--- src/rtl/irn_pkg.sv ---
package irn_pkg;

  localparam int unsigned ValueW = 12;
  localparam int unsigned CharW  = 8;
  localparam int unsigned PcW    = 5;

  localparam logic [ValueW-1:0] RomanLimit = 12'd3000;

  localparam logic [CharW-1:0] LtrI = 8'h49;
  localparam logic [CharW-1:0] LtrV = 8'h56;
  localparam logic [CharW-1:0] LtrX = 8'h58;
  localparam logic [CharW-1:0] LtrL = 8'h4c;
  localparam logic [CharW-1:0] LtrC = 8'h43;
  localparam logic [CharW-1:0] LtrD = 8'h44;
  localparam logic [CharW-1:0] LtrM = 8'h4d;

  // One microcode word. The step fires when the remainder is at least thr:
  // it emits ch, optionally subtracts thr and jumps to hit, else jumps to miss.
  typedef struct packed {
    logic [ValueW-1:0] thr;
    logic [CharW-1:0]  ch;
    logic              sub;
    logic [PcW-1:0]    hit;
    logic [PcW-1:0]    miss;
  } ucode_t;

  // Word offered by the sequencer to the output register.
  typedef struct packed {
    logic             valid;
    logic [CharW-1:0] ch;
    logic             has_char;
    logic             oor;
    logic             last;
  } item_t;

  // Greedy Roman program: M, CM, D, CD, C, XC, L, XL, X, IX, V, IV, I.
  // Subtractive pairs take two steps; the second one does the subtract.
  function automatic ucode_t ucode(input logic [PcW-1:0] pc);
    ucode_t w;
    case (pc)
      5'd0:  w = '{thr: 12'd1000, ch: LtrM, sub: 1'b1, hit: 5'd0,  miss: 5'd1};
      5'd1:  w = '{thr: 12'd900,  ch: LtrC, sub: 1'b0, hit: 5'd2,  miss: 5'd3};
      5'd2:  w = '{thr: 12'd900,  ch: LtrM, sub: 1'b1, hit: 5'd3,  miss: 5'd3};
      5'd3:  w = '{thr: 12'd500,  ch: LtrD, sub: 1'b1, hit: 5'd4,  miss: 5'd4};
      5'd4:  w = '{thr: 12'd400,  ch: LtrC, sub: 1'b0, hit: 5'd5,  miss: 5'd6};
      5'd5:  w = '{thr: 12'd400,  ch: LtrD, sub: 1'b1, hit: 5'd6,  miss: 5'd6};
      5'd6:  w = '{thr: 12'd100,  ch: LtrC, sub: 1'b1, hit: 5'd6,  miss: 5'd7};
      5'd7:  w = '{thr: 12'd90,   ch: LtrX, sub: 1'b0, hit: 5'd8,  miss: 5'd9};
      5'd8:  w = '{thr: 12'd90,   ch: LtrC, sub: 1'b1, hit: 5'd9,  miss: 5'd9};
      5'd9:  w = '{thr: 12'd50,   ch: LtrL, sub: 1'b1, hit: 5'd10, miss: 5'd10};
      5'd10: w = '{thr: 12'd40,   ch: LtrX, sub: 1'b0, hit: 5'd11, miss: 5'd12};
      5'd11: w = '{thr: 12'd40,   ch: LtrL, sub: 1'b1, hit: 5'd12, miss: 5'd12};
      5'd12: w = '{thr: 12'd10,   ch: LtrX, sub: 1'b1, hit: 5'd12, miss: 5'd13};
      5'd13: w = '{thr: 12'd9,    ch: LtrI, sub: 1'b0, hit: 5'd14, miss: 5'd15};
      5'd14: w = '{thr: 12'd9,    ch: LtrX, sub: 1'b1, hit: 5'd15, miss: 5'd15};
      5'd15: w = '{thr: 12'd5,    ch: LtrV, sub: 1'b1, hit: 5'd16, miss: 5'd16};
      5'd16: w = '{thr: 12'd4,    ch: LtrI, sub: 1'b0, hit: 5'd17, miss: 5'd18};
      5'd17: w = '{thr: 12'd4,    ch: LtrV, sub: 1'b1, hit: 5'd18, miss: 5'd18};
      5'd18: w = '{thr: 12'd1,    ch: LtrI, sub: 1'b1, hit: 5'd18, miss: 5'd18};
      default: w = '{thr: 12'd1,  ch: LtrI, sub: 1'b1, hit: 5'd18, miss: 5'd18};
    endcase
    return w;
  endfunction

endpackage

--- src/rtl/irn_seq.sv ---
module irn_seq (
  input  logic                         clk_i,
  input  logic                         rst_ni,
  input  logic                         start_i,
  input  logic [irn_pkg::ValueW-1:0]   value_i,
  input  logic                         adv_i,
  output logic                         busy_o,
  output irn_pkg::item_t               item_o
);

  logic                       busy_q, busy_d;
  logic                       spec_q, spec_d;
  logic                       oor_q, oor_d;
  logic [irn_pkg::PcW-1:0]    pc_q, pc_d;
  logic [irn_pkg::ValueW-1:0] rem_q, rem_d;

  irn_pkg::ucode_t            uw;
  logic                       hit;
  logic [irn_pkg::ValueW-1:0] rem_sub;
  logic                       fin;

  assign uw      = irn_pkg::ucode(pc_q);
  assign hit     = rem_q >= uw.thr;
  assign rem_sub = rem_q - uw.thr;
  // a letter ends the numeral when its subtract leaves nothing
  assign fin     = uw.sub && (rem_sub == '0);

  always_comb begin
    item_o = '0;
    if (busy_q && spec_q) begin
      item_o.valid = 1'b1;
      item_o.oor   = oor_q;
      item_o.last  = 1'b1;
    end else if (busy_q && hit) begin
      item_o.valid    = 1'b1;
      item_o.ch       = uw.ch;
      item_o.has_char = 1'b1;
      item_o.last     = fin;
    end
  end

  always_comb begin
    busy_d = busy_q;
    spec_d = spec_q;
    oor_d  = oor_q;
    pc_d   = pc_q;
    rem_d  = rem_q;
    if (start_i) begin
      busy_d = 1'b1;
      oor_d  = value_i > irn_pkg::RomanLimit;
      spec_d = (value_i > irn_pkg::RomanLimit) || (value_i == '0);
      pc_d   = '0;
      rem_d  = value_i;
    end else if (busy_q) begin
      if (spec_q) begin
        if (adv_i) begin
          busy_d = 1'b0;
        end
      end else if (!hit) begin
        pc_d = uw.miss;
      end else if (adv_i) begin
        pc_d = uw.hit;
        if (uw.sub) begin
          rem_d = rem_sub;
        end
        if (fin) begin
          busy_d = 1'b0;
        end
      end
    end
  end

  always_ff @(posedge clk_i or negedge rst_ni) begin
    if (!rst_ni) begin
      busy_q <= 1'b0;
      spec_q <= 1'b0;
      oor_q  <= 1'b0;
      pc_q   <= '0;
    end else begin
      busy_q <= busy_d;
      spec_q <= spec_d;
      oor_q  <= oor_d;
      pc_q   <= pc_d;
    end
  end

  always_ff @(posedge clk_i) begin
    rem_q <= rem_d;
  end

  assign busy_o = busy_q;

  a_rem_nonzero: assert property (@(posedge clk_i) disable iff (!rst_ni)
    busy_q && !spec_q |-> rem_q != '0)
    else $error("sequencer running with empty remainder");

  a_last_ends: assert property (@(posedge clk_i) disable iff (!rst_ni)
    item_o.valid && item_o.last && adv_i && !start_i |=> !busy_q)
    else $error("sequencer still busy after last word");

  a_start_busy: assert property (@(posedge clk_i) disable iff (!rst_ni)
    start_i |=> busy_q && pc_q == '0)
    else $error("start did not launch the program");

  a_no_start_busy: assert property (@(posedge clk_i) disable iff (!rst_ni)
    busy_q |-> !start_i)
    else $error("start while busy");

endmodule

--- src/rtl/integer_to_roman_numeral.sv ---
// Converts a 12-bit value to its Roman numeral, one ASCII letter per output word,
// most significant first, last set on the final letter. Zero gives one empty
// word with last set; a value above 3000 gives one word with out_of_range and
// last set and no letter. A value is taken only while the previous one is not
// being expanded. A microcoded sequencer walks a 19-step greedy table (M, CM, D,
// CD, ..., IV, I): each cycle it either emits a letter or skips a table step that
// does not apply, and a letter waits while the output stalls. 2888 takes the
// longest to expand. The next value is taken the cycle after the sequencer
// hands over the last word. The output register holds one word; the sequencer
// waits only while that word is held and stalled.
module integer_to_roman_numeral (
  input  logic                        clk_i,
  input  logic                        rst_ni,
  input  logic                        in_valid_i,
  output logic                        in_stall_o,
  input  logic [irn_pkg::ValueW-1:0]  value_i,
  output logic                        out_valid_o,
  input  logic                        out_stall_i,
  output logic [irn_pkg::CharW-1:0]   character_o,
  output logic                        has_char_o,
  output logic                        out_of_range_o,
  output logic                        last_o
);

  logic           busy;
  logic           start;
  logic           adv;
  irn_pkg::item_t item;

  logic                       out_valid_q, out_valid_d;
  logic [irn_pkg::CharW-1:0]  char_q;
  logic                       has_q, oor_q, last_q;

  assign in_stall_o = busy;
  assign start      = in_valid_i && !busy;
  assign adv        = !out_valid_q || !out_stall_i;

  irn_seq u_seq (
    .clk_i   (clk_i),
    .rst_ni  (rst_ni),
    .start_i (start),
    .value_i (value_i),
    .adv_i   (adv),
    .busy_o  (busy),
    .item_o  (item)
  );

  always_comb begin
    out_valid_d = out_valid_q;
    if (item.valid && adv) begin
      out_valid_d = 1'b1;
    end else if (!out_stall_i) begin
      out_valid_d = 1'b0;
    end
  end

  always_ff @(posedge clk_i or negedge rst_ni) begin
    if (!rst_ni) begin
      out_valid_q <= 1'b0;
    end else begin
      out_valid_q <= out_valid_d;
    end
  end

  always_ff @(posedge clk_i) begin
    if (item.valid && adv) begin
      char_q <= item.ch;
      has_q  <= item.has_char;
      oor_q  <= item.oor;
      last_q <= item.last;
    end
  end

  assign out_valid_o    = out_valid_q;
  assign character_o    = char_q;
  assign has_char_o     = has_q;
  assign out_of_range_o = oor_q;
  assign last_o         = last_q;

endmodule
--- config.mk ---
export PLATFORM = sky130hd
export DESIGN_NAME = integer_to_roman_numeral
export DESIGN_NICKNAME = d
export VERILOG_FILES = /design/src/rtl/irn_pkg.sv /design/src/rtl/irn_seq.sv /design/src/rtl/integer_to_roman_numeral.sv
export SDC_FILE = /design/constraint.sdc
export NUM_CORES = 1
export LEC_CHECK = 0
export BUFFER_PORTS_ARGS = -buffer_cell sky130_fd_sc_hd__buf_2
export CORE_MARGIN = 8
export CORE_UTILIZATION = 33
export CTS_CLUSTER_SIZE = 28
export DETAILED_ROUTE_END_ITERATION = 10
export HOLD_SLACK_MARGIN = 0.03
export PLACE_DENSITY = 0.51
export SLEW_MARGIN = 20
export SYNTH_ARGS = -nofsm -noshare
export SYNTH_HDL_FRONTEND = slang
export SYNTH_SLANG_ARGS = --single-unit
--- constraint.sdc ---
create_clock -name clk_i -period 3.85 [get_ports clk_i]
set_input_delay 0.9625 -clock clk_i [delete_from_list [all_inputs] [get_ports clk_i]]
set_output_delay 0.9625 -clock clk_i [all_outputs]
set_load 0.01 [all_outputs]
Word-level counts from Yosys, hierarchy flattened --
Memories as Yosys holds them, arrays and structs flattened. Index checks and enable logic that the tools add are counted.
Word-level totals: register bits 32, memory bits (read-only) 832, memories 1
Cells by class: add/sub/neg operators 1, $lt $le $gt $ge 2, equal/unequal tests 3, multiplexer cells 23, bitwise operators 1, reduce and logical (&&, ||, !) cells 19
Memory list:
- (no name shown) | words 32, width 26, rd ports 1, clocked after memory_dff 0, wr ports 0, line irn_pkg.sv:40 | case (pc)
Operators with widths (count):
- 12-bit two-way mux | 6
- 5-bit two-way mux | 5
- 12-bit zero test | 2
- 12-bit >= comparator | 1
- 12-bit > comparator (second input constant) | 1
- 12-bit subtractor | 1
- 1-bit two-way mux | 11
- 10-bit two-way mux | 1
- 2-bit nonzero test | 4
- 1-bit logical AND | 5
- 5-bit AND reduction | 1
- 1-bit zero test | 3
- 3-bit != test (second input constant) | 1
- 3-bit AND reduction | 1
- 1-bit logical OR | 2
- 2-bit by 1-bit != test with 1-bit output (second input constant) | 1
- 2-bit != test (second input constant) | 1
- 2-bit OR reduction | 1
- 1-bit NOT | 1

Logic depth before layout (Yosys ltp) --
Gate-level depths: netlist (run 1). An unclocked memory read counts as a cell.
depth after elaboration 10, mapped depth 16, mapped depth without buffers 14

By module --
Synthesis (run 1) repeated with hierarchy kept, for this count alone.
Unflattened totals: cells, all modules 311, area total of the unflattened synthesis 2680.1 um2
By module, submodules not included:
- irn_seq | times used 1, cells an instance 295, area each 2296.0 um2, seq. area each 560.5 um2
- integer_to_roman_numeral | times used 1, cells an instance 16, area each 384.1 um2, seq. area each 355.3 um2

Worst setup path before layout (run 1) --
Ideal clock, no wire load.
path kind flip-flop to flip-flop, start point register u_seq.pc_q[1] (netlist name), end point register u_seq.rem_q[0] (netlist name) (enable), data arrival time 3845 ps, path slack -395 ps, stages on the path, launching flop included 14, path buffers 2, cell sequence dfrtp_1 clkbuf_1 inv_1 ha_1 nor2_1 nor3_1 or3_1 ha_1 a21oi_1 o211ai_1 a22o_1 buf_2 nand2_1 o31ai_1
Between the ends: longest elaborated chain between the ends 4, elaborated cells on any way between the ends 5
Ends and longest elaborated chain:
- from (decl) | line irn_seq.sv:14 | logic [irn_pkg::PcW-1:0] pc_q, pc_d;
- from (signal assigned) | line irn_seq.sv:83 | pc_q <= pc_d;
- memory 32 x 26 bit (*)
- 12-bit >= comparator | line irn_seq.sv:23 | assign hit = rem_q >= uw.thr;
- 2-bit nonzero test (no line)
- 5-bit AND reduction (no line) (*)
- to (signal assigned) | line irn_seq.sv:88 | rem_q <= rem_d;
- to (decl) | line irn_seq.sv:15 | logic [irn_pkg::ValueW-1:0] rem_q, rem_d;
Every way passes the cells marked *; elsewhere a longest branch is shown, timed or not. A chain may end at the register's enable or synchronous reset.

Final worst setup path (run 1) --
start point register u_seq.pc_q[1] (netlist name), end point register u_seq.busy_q, in the netlist u_seq.busy_o
Between the ends: longest elaborated chain between the ends 10, elaborated cells on any way between the ends 11
Ends and longest elaborated chain:
- memory 32 x 26 bit (*)
- 12-bit subtractor | line irn_seq.sv:24 | assign rem_sub = rem_q - uw.thr;
- 12-bit zero test | line irn_seq.sv:26 | assign fin = uw.sub && (rem_sub == '0);
- 1-bit logical AND | line irn_seq.sv:26
- 1-bit two-way mux | line irn_seq.sv:66 | if (fin) begin
- 1-bit two-way mux | line irn_seq.sv:61 | end else if (adv_i) begin
- 1-bit two-way mux (*) | line irn_seq.sv:59 | end else if (!hit) begin
- 1-bit two-way mux (*) | line irn_seq.sv:55 | if (spec_q) begin
- 1-bit two-way mux (*) | line irn_seq.sv:54 | end else if (busy_q) begin
- 1-bit two-way mux (*) | line irn_seq.sv:48 | if (start_i) begin
- named net u_seq.busy_d | line irn_seq.sv:11 | logic busy_q, busy_d;
- to (signal assigned) | line irn_seq.sv:80 | busy_q <= busy_d;
- to (decl) | line irn_seq.sv:11
Mark *: on every way through the listed nets, which the timed path passes. The rest lies on a longest branch.

==> flow_metrics.tcl, run 1 <==
set metrics [dict create \
    status "completed" \
    cp.required_ps 4020 \
    cts.clk_slew.worst_paths_ps 80 \
    numClockSinks 30 \
    grt_max_degree 21 \
    overflow 0 \
    hold_viol_final 0 \
    synthToLayoutAreaGrowth_pct 16.7 \
    io_pins 29 \
    final_util 0.391 \
    chipWidth_um 104 \
    slowest_delay_ps 500 \
    worst_clock_skew_ps 8.93 \
    hp-class "reg2reg" \
    rows 32 \
    drt_iter0_markers 87 \
    post_cts_buffers 0 \
    fmax_ghz 0.277 \
    antenna_left 0 \
    drc 0 \
    first_pass_iters 4 \
    synth_top_area_cell "edfxtp_1" \
    cts_tree "built" \
    synthTopCellsByArea "edfxtp_1 (25%), dfrtp_1 (8.8%), ha_1 (8.3%), nand2_1 (6.0%), o21ai_0 (4.5%)" \
    start_kind "flip-flop" \
    antenna_cells 0 \
    synth_ff_type "edfxtp_1" \
    synth_area_mm2 0.00255 \
    synth_cell_type_count 63 \
    cts_max_level 2 \
    dpl_worst_slack_ps 233 \
    cts_resized 0 \
    wl_per_cell_um 16.4 \
    synth_top_cell_area_share 0.247 \
    synthArstFlopShare 0.300 \
    setup_tns_ps 0 \
    dieArea_mm2 0.0108 \
    layout_min_cycle_time_ps 3610 \
    chipHeight_um 104 \
    synth_edf_count 21 \
    root_buffer "clkbuf_8" \
    cts_inserted_buffers 5 \
    grt_pass1_vias 2432 \
    setup.worst_path.end_class "flip-flop" \
    antenna_found_initial 0 \
    max_cap_violations 0 \
    postRouteWirelength_mm 7.19 \
    yosys_warnings 0 \
    fin_nets 370 \
    via_per_inst 5.45 \
    setup_viol 0 \
    slew_viol_final 0 \
    fin_crit_sh 0.939 \
    gp_congestion 0.888 \
    coreArea_mm2 0.00761 \
    port_buffers 26 \
    slew_headroom 0.448 \
    start_util 0.335 \
    drive_above_1_share 0.193 \
    n_fill_cell 810 \
    yosysMostFrequentCell "nand2_1" \
    avgSynthCellArea_um2 8.36 \
    synthTopCellsByCount "nand2_1 (41), nor2_1 (29), o21ai_0 (23), edfxtp_1 (21), a21oi_1 (18)" \
    worst_pin_slew_ps 829 \
    vias 2393 \
    criticalPathCategory "reg2reg" \
    ys_seq_area_frac 0.336 \
    grt_pass1_wl_mm 11.9 \
    synth_seq_cells 30 \
    grt_use_total 0.133 \
    setup_ws_ps 235 \
    syn_inst 305 \
    worstPathCellList "inv_1 -> ha_1 -> nor2_2 -> nor3_1 -> or3_1 -> ha_1 -> nand2_1 -> o21bai_1 -> a211o_1 -> or4_4 -> o41a_1" \
    clock_path_buffers 2 \
    slowest_stage "or4_4" \
    hpwl_mm 5.47 \
    worstPathMaxFanout 6 \
    cp.arrival_ps 3780 \
    path_common_cell "ha_1" \
    clk_latency_ps 290 \
    rsz0062_at_grt "no" \
    hold_buffers 0 \
]
stage by stage:
step	std cells	hold WS [ps]	instance area [um2]
5_1_grt	439	537	2970
3_3_place_gp	431	470	2860
4_1_cts	439	492	2970
6_report	439	484	2970
3_5_place_dp	431	476	2860
2_1_floorplan	306	443	2570
cell families (layout without fill, tap and decap cells):
kind of cell    Yosys count  count (layout)  synth area share
xor+xnor                  8               8            0.0275
other cells               1               2           0.00147
buf+inv                  29              60            0.0491
fa+ha+maj                18              18            0.0913
compound gates          100             100             0.272
mux                       3               3            0.0123
simple gates            116             116             0.211
flops                    30              30             0.336
worst paths after layout:
kind	to	slack [ps]	depth (start not counted)	from
setup / recovery	u_seq.busy_o$_DFF_PN0_	240	11	u_seq.pc_q[1]$_DFFE_PN0P_
hold / removal	u_seq.oor_q$_DFFE_PN0P_	480	2	u_seq.oor_q$_DFFE_PN0P_
setup reg to reg	u_seq.busy_o$_DFF_PN0_	240	11	u_seq.pc_q[1]$_DFFE_PN0P_
hold reg to reg	u_seq.oor_q$_DFFE_PN0P_	480	2	u_seq.oor_q$_DFFE_PN0P_
max in group asynchronous	u_seq.pc_q[4]$_DFFE_PN0P_	3120	1	rst_ni
min in group asynchronous	u_seq.pc_q[1]$_DFFE_PN0P_	520	1	rst_ni
metal layers:
metal	track usage	part of all wire	wire, um
met2	0.231	0.49	3530
met3	0.0229	0.040	290
met5	0	0	0
met4	0.0507	0.018	133
met1	0.159	0.45	3240
flip-flops by register name (all words and copies together) (netlist names):
name / flops
u_seq.rem_q: 12
character_o: 6
u_seq.pc_q: 5
has_char_o: 1
last_o: 1
out_of_range_o: 1
out_valid_o: 1
u_seq.busy_o: 1
u_seq.oor_q: 1
u_seq.spec_q: 1
worst max-delay path: cells and delay by family, from the launching register on:
family / cells / cell delay, ps
flip-flops: 1 / 440
buffers and inverters: 1 / 100
AO/OA/AOI/OAI: 3 / 910
adder cells (fa/ha/maj): 2 / 750
AND/OR/NAND/NOR: 5 / 1270
layout make-up:
class                      instances  area [um2]  area share
timing repair buffer              43         258      0.0867
clock inverter                     3        40.0      0.0135
clock buffer                       5        68.8      0.0231
sequential                        30         856       0.288
inverter                           9        33.8      0.0114
multi-input combinational        247        1590       0.535
tap                              102         128      0.0429
layout by cell type, fill, tap and decap left out, types with 5 or more instances in the layout:
master,instances
nor2_1,27
a211oi_1,6
a21oi_1,18
a31oi_1,5
nor3_1,12
clkbuf_8,5
nand2_1,41
ha_1,17
buf_4,17
nand3_1,8
dfrtp_1,9
inv_1,9
buf_2,26
o21ai_0,23
edfxtp_1,21
nor4_1,5
Power of run 1 is not shown: default switching activity piles up to over one toggle a cycle in this logic, so the estimate is an artifact.
==> run 2, diff against run 1 <==
--- a/config.mk
+++ b/config.mk
@@ -12,6 +12,7 @@
 export DETAILED_ROUTE_END_ITERATION = 10
 export HOLD_SLACK_MARGIN = 0.03
 export PLACE_DENSITY = 0.51
+export RECOVER_POWER = 25
 export SLEW_MARGIN = 20
 export SYNTH_ARGS = -nofsm -noshare
 export SYNTH_HDL_FRONTEND = slang
==> flow_metrics.tcl, run 2 (same netlist as run 1, synthesis figures left out) <==
set metrics [dict create \
    grt_pass1_wl_mm 11.9 \
    layout_min_cycle_time_ps 3620 \
    path_common_cell "ha_1" \
    setup_ws_ps 235 \
    cp.required_ps 4020 \
    vias 2392 \
    hold_buffers 0 \
    regMostFlops "u_seq.rem_q" \
    io_pins 29 \
    max_cap_violations 0 \
    criticalPathCategory "reg2reg" \
    dieArea_mm2 0.0108 \
    setup.worst_path.end_class "flip-flop" \
    seqCellArea_um2 856 \
    worst_pin_slew_ps 826 \
    multiInputGateArea_mm2 0.00159 \
    final_common_cell "nand2_1" \
    fin_nets 370 \
    grt_pass1_vias 2432 \
    slew_headroom 0.449 \
    worstPathMaxFanout 6 \
    final_cell_mix "nand2_1 (41), nor2_1 (27), o21ai_0 (23), edfxtp_1 (21)" \
    antenna_found_initial 0 \
    drt_iter0_markers 81 \
    hp-class "reg2reg" \
    worst_clock_skew_ps 7.85 \
    port_buffers 26 \
    drc 0 \
    cp.arrival_ps 3780 \
    clk_latency_ps 290 \
    coreArea_mm2 0.00761 \
    root_buffer "clkbuf_8" \
    gp_congestion 0.888 \
    via_per_inst 5.45 \
    chipHeight_um 104 \
    cts_inserted_buffers 5 \
    dpl_worst_slack_ps 233 \
    cp_num_buf_inv 1 \
    largest_reg_flops 12 \
    critPathTopFamily "simple AND/OR/NAND/NOR gates" \
    final_util 0.390 \
    slowest_delay_ps 500 \
    drive_above_1_share 0.169 \
    fmax_ghz 0.277 \
    numClockSinks 30 \
    rows 32 \
    reg2reg_depth 11 \
    slew_viol_final 0 \
    postRouteWirelength_mm 7.19 \
    wl_per_cell_um 16.4 \
    start_util 0.335 \
    chipWidth_um 104 \
    antenna_left 0 \
    hold_viol_final 0 \
    setup_tns_ps 0 \
    cts_resized 0 \
    first_pass_iters 4 \
    start_kind "flip-flop" \
    cts_max_level 2 \
    post_cts_buffers 0 \
    r2r-start "u_seq.pc_q[1]$_DFFE_PN0P_" \
    clock_path_buffers 2 \
    min-delay-start "u_seq.oor_q$_DFFE_PN0P_" \
    status "completed" \
    grt_max_degree 21 \
    reg2reg_to "u_seq.busy_o$_DFF_PN0_" \
    cts.clk_slew.worst_paths_ps 80 \
    cts_tree "built" \
    reg2reg_slack_ps 230 \
    overflow 0 \
    hold_depth 2 \
    antenna_cells 0 \
    synthToLayoutAreaGrowth_pct 16.3 \
    fin_crit_sh 0.939 \
    setup_viol 0 \
    hpwl_mm 5.47 \
    grt_use_total 0.133 \
    rsz0062_at_grt "no" \
    worstPathCellList "inv_1 -> ha_1 -> nor2_2 -> nor3_1 -> or3_1 -> ha_1 -> nand2_1 -> o21bai_1 -> a211o_1 -> or4_4 -> o41a_1" \
    slowest_stage "or4_4" \
    n_fill_cell 812 \
    whs_endpoint "u_seq.oor_q$_DFFE_PN0P_" \
]
-- run 2: stage by stage --
step | instance area [um2] | std cells | hold WS, ps
floorplan | 2570 | 306 | 443
global placement | 2860 | 431 | 470
detailed placement | 2860 | 431 | 476
CTS | 2970 | 439 | 492
global route | 2960 | 439 | 556
finish | 2960 | 439 | 484
-- run 2: tightest hold or removal path, cell delays in order, from the launching register on --
cell and delay (ps):
dfrtp_1 350, nand2_1 50, o21ai_0 60
-- run 2: cell type report --
| cell class | count | share of cell area |
|---|---|---|
| clock inverter | 3 | 0.0135 |
| clock buffer | 5 | 0.0232 |
| multi-input combinational | 247 | 0.537 |
| inverter | 9 | 0.0114 |
| sequential | 30 | 0.289 |
| tap | 102 | 0.0431 |
| timing repair buffer | 43 | 0.0836 |
-- run 2: metal layers --
layer / track usage / share of wire / vias to the layer above
met5: 0 / 0 / -
met4: 0.0507 / 0.018 / 0
met3: 0.0229 / 0.041 / 11
met2: 0.231 / 0.49 / 73
met1: 0.159 / 0.45 / 1118
li1: - / - / 1190
-- run 2: how the worst max path moves through the flow --
stage / start / slack (ps) / cells after the start / to
final: u_seq.pc_q[1]$_DFFE_PN0P_ / 230 / 11 / u_seq.busy_o$_DFF_PN0_
after global routing: u_seq.pc_q[1]$_DFFE_PN0P_ / 10 / 12 / u_seq.busy_o$_DFF_PN0_
after CTS: u_seq.pc_q[1]$_DFFE_PN0P_ / 210 / 11 / character_o[3]$_SDFFCE_PP0P_
after detailed placement: u_seq.pc_q[1]$_DFFE_PN0P_ / 230 / 11 / character_o[3]$_SDFFCE_PP0P_
after global placement: u_seq.pc_q[1]$_DFFE_PN0P_ / 240 / 11 / u_seq.busy_o$_DFF_PN0_
after floorplan: u_seq.pc_q[1]$_DFFE_PN0P_ / 160 / 13 / u_seq.rem_q[0]$_DFFE_PP_
Power of run 2 is left out for the same reason.
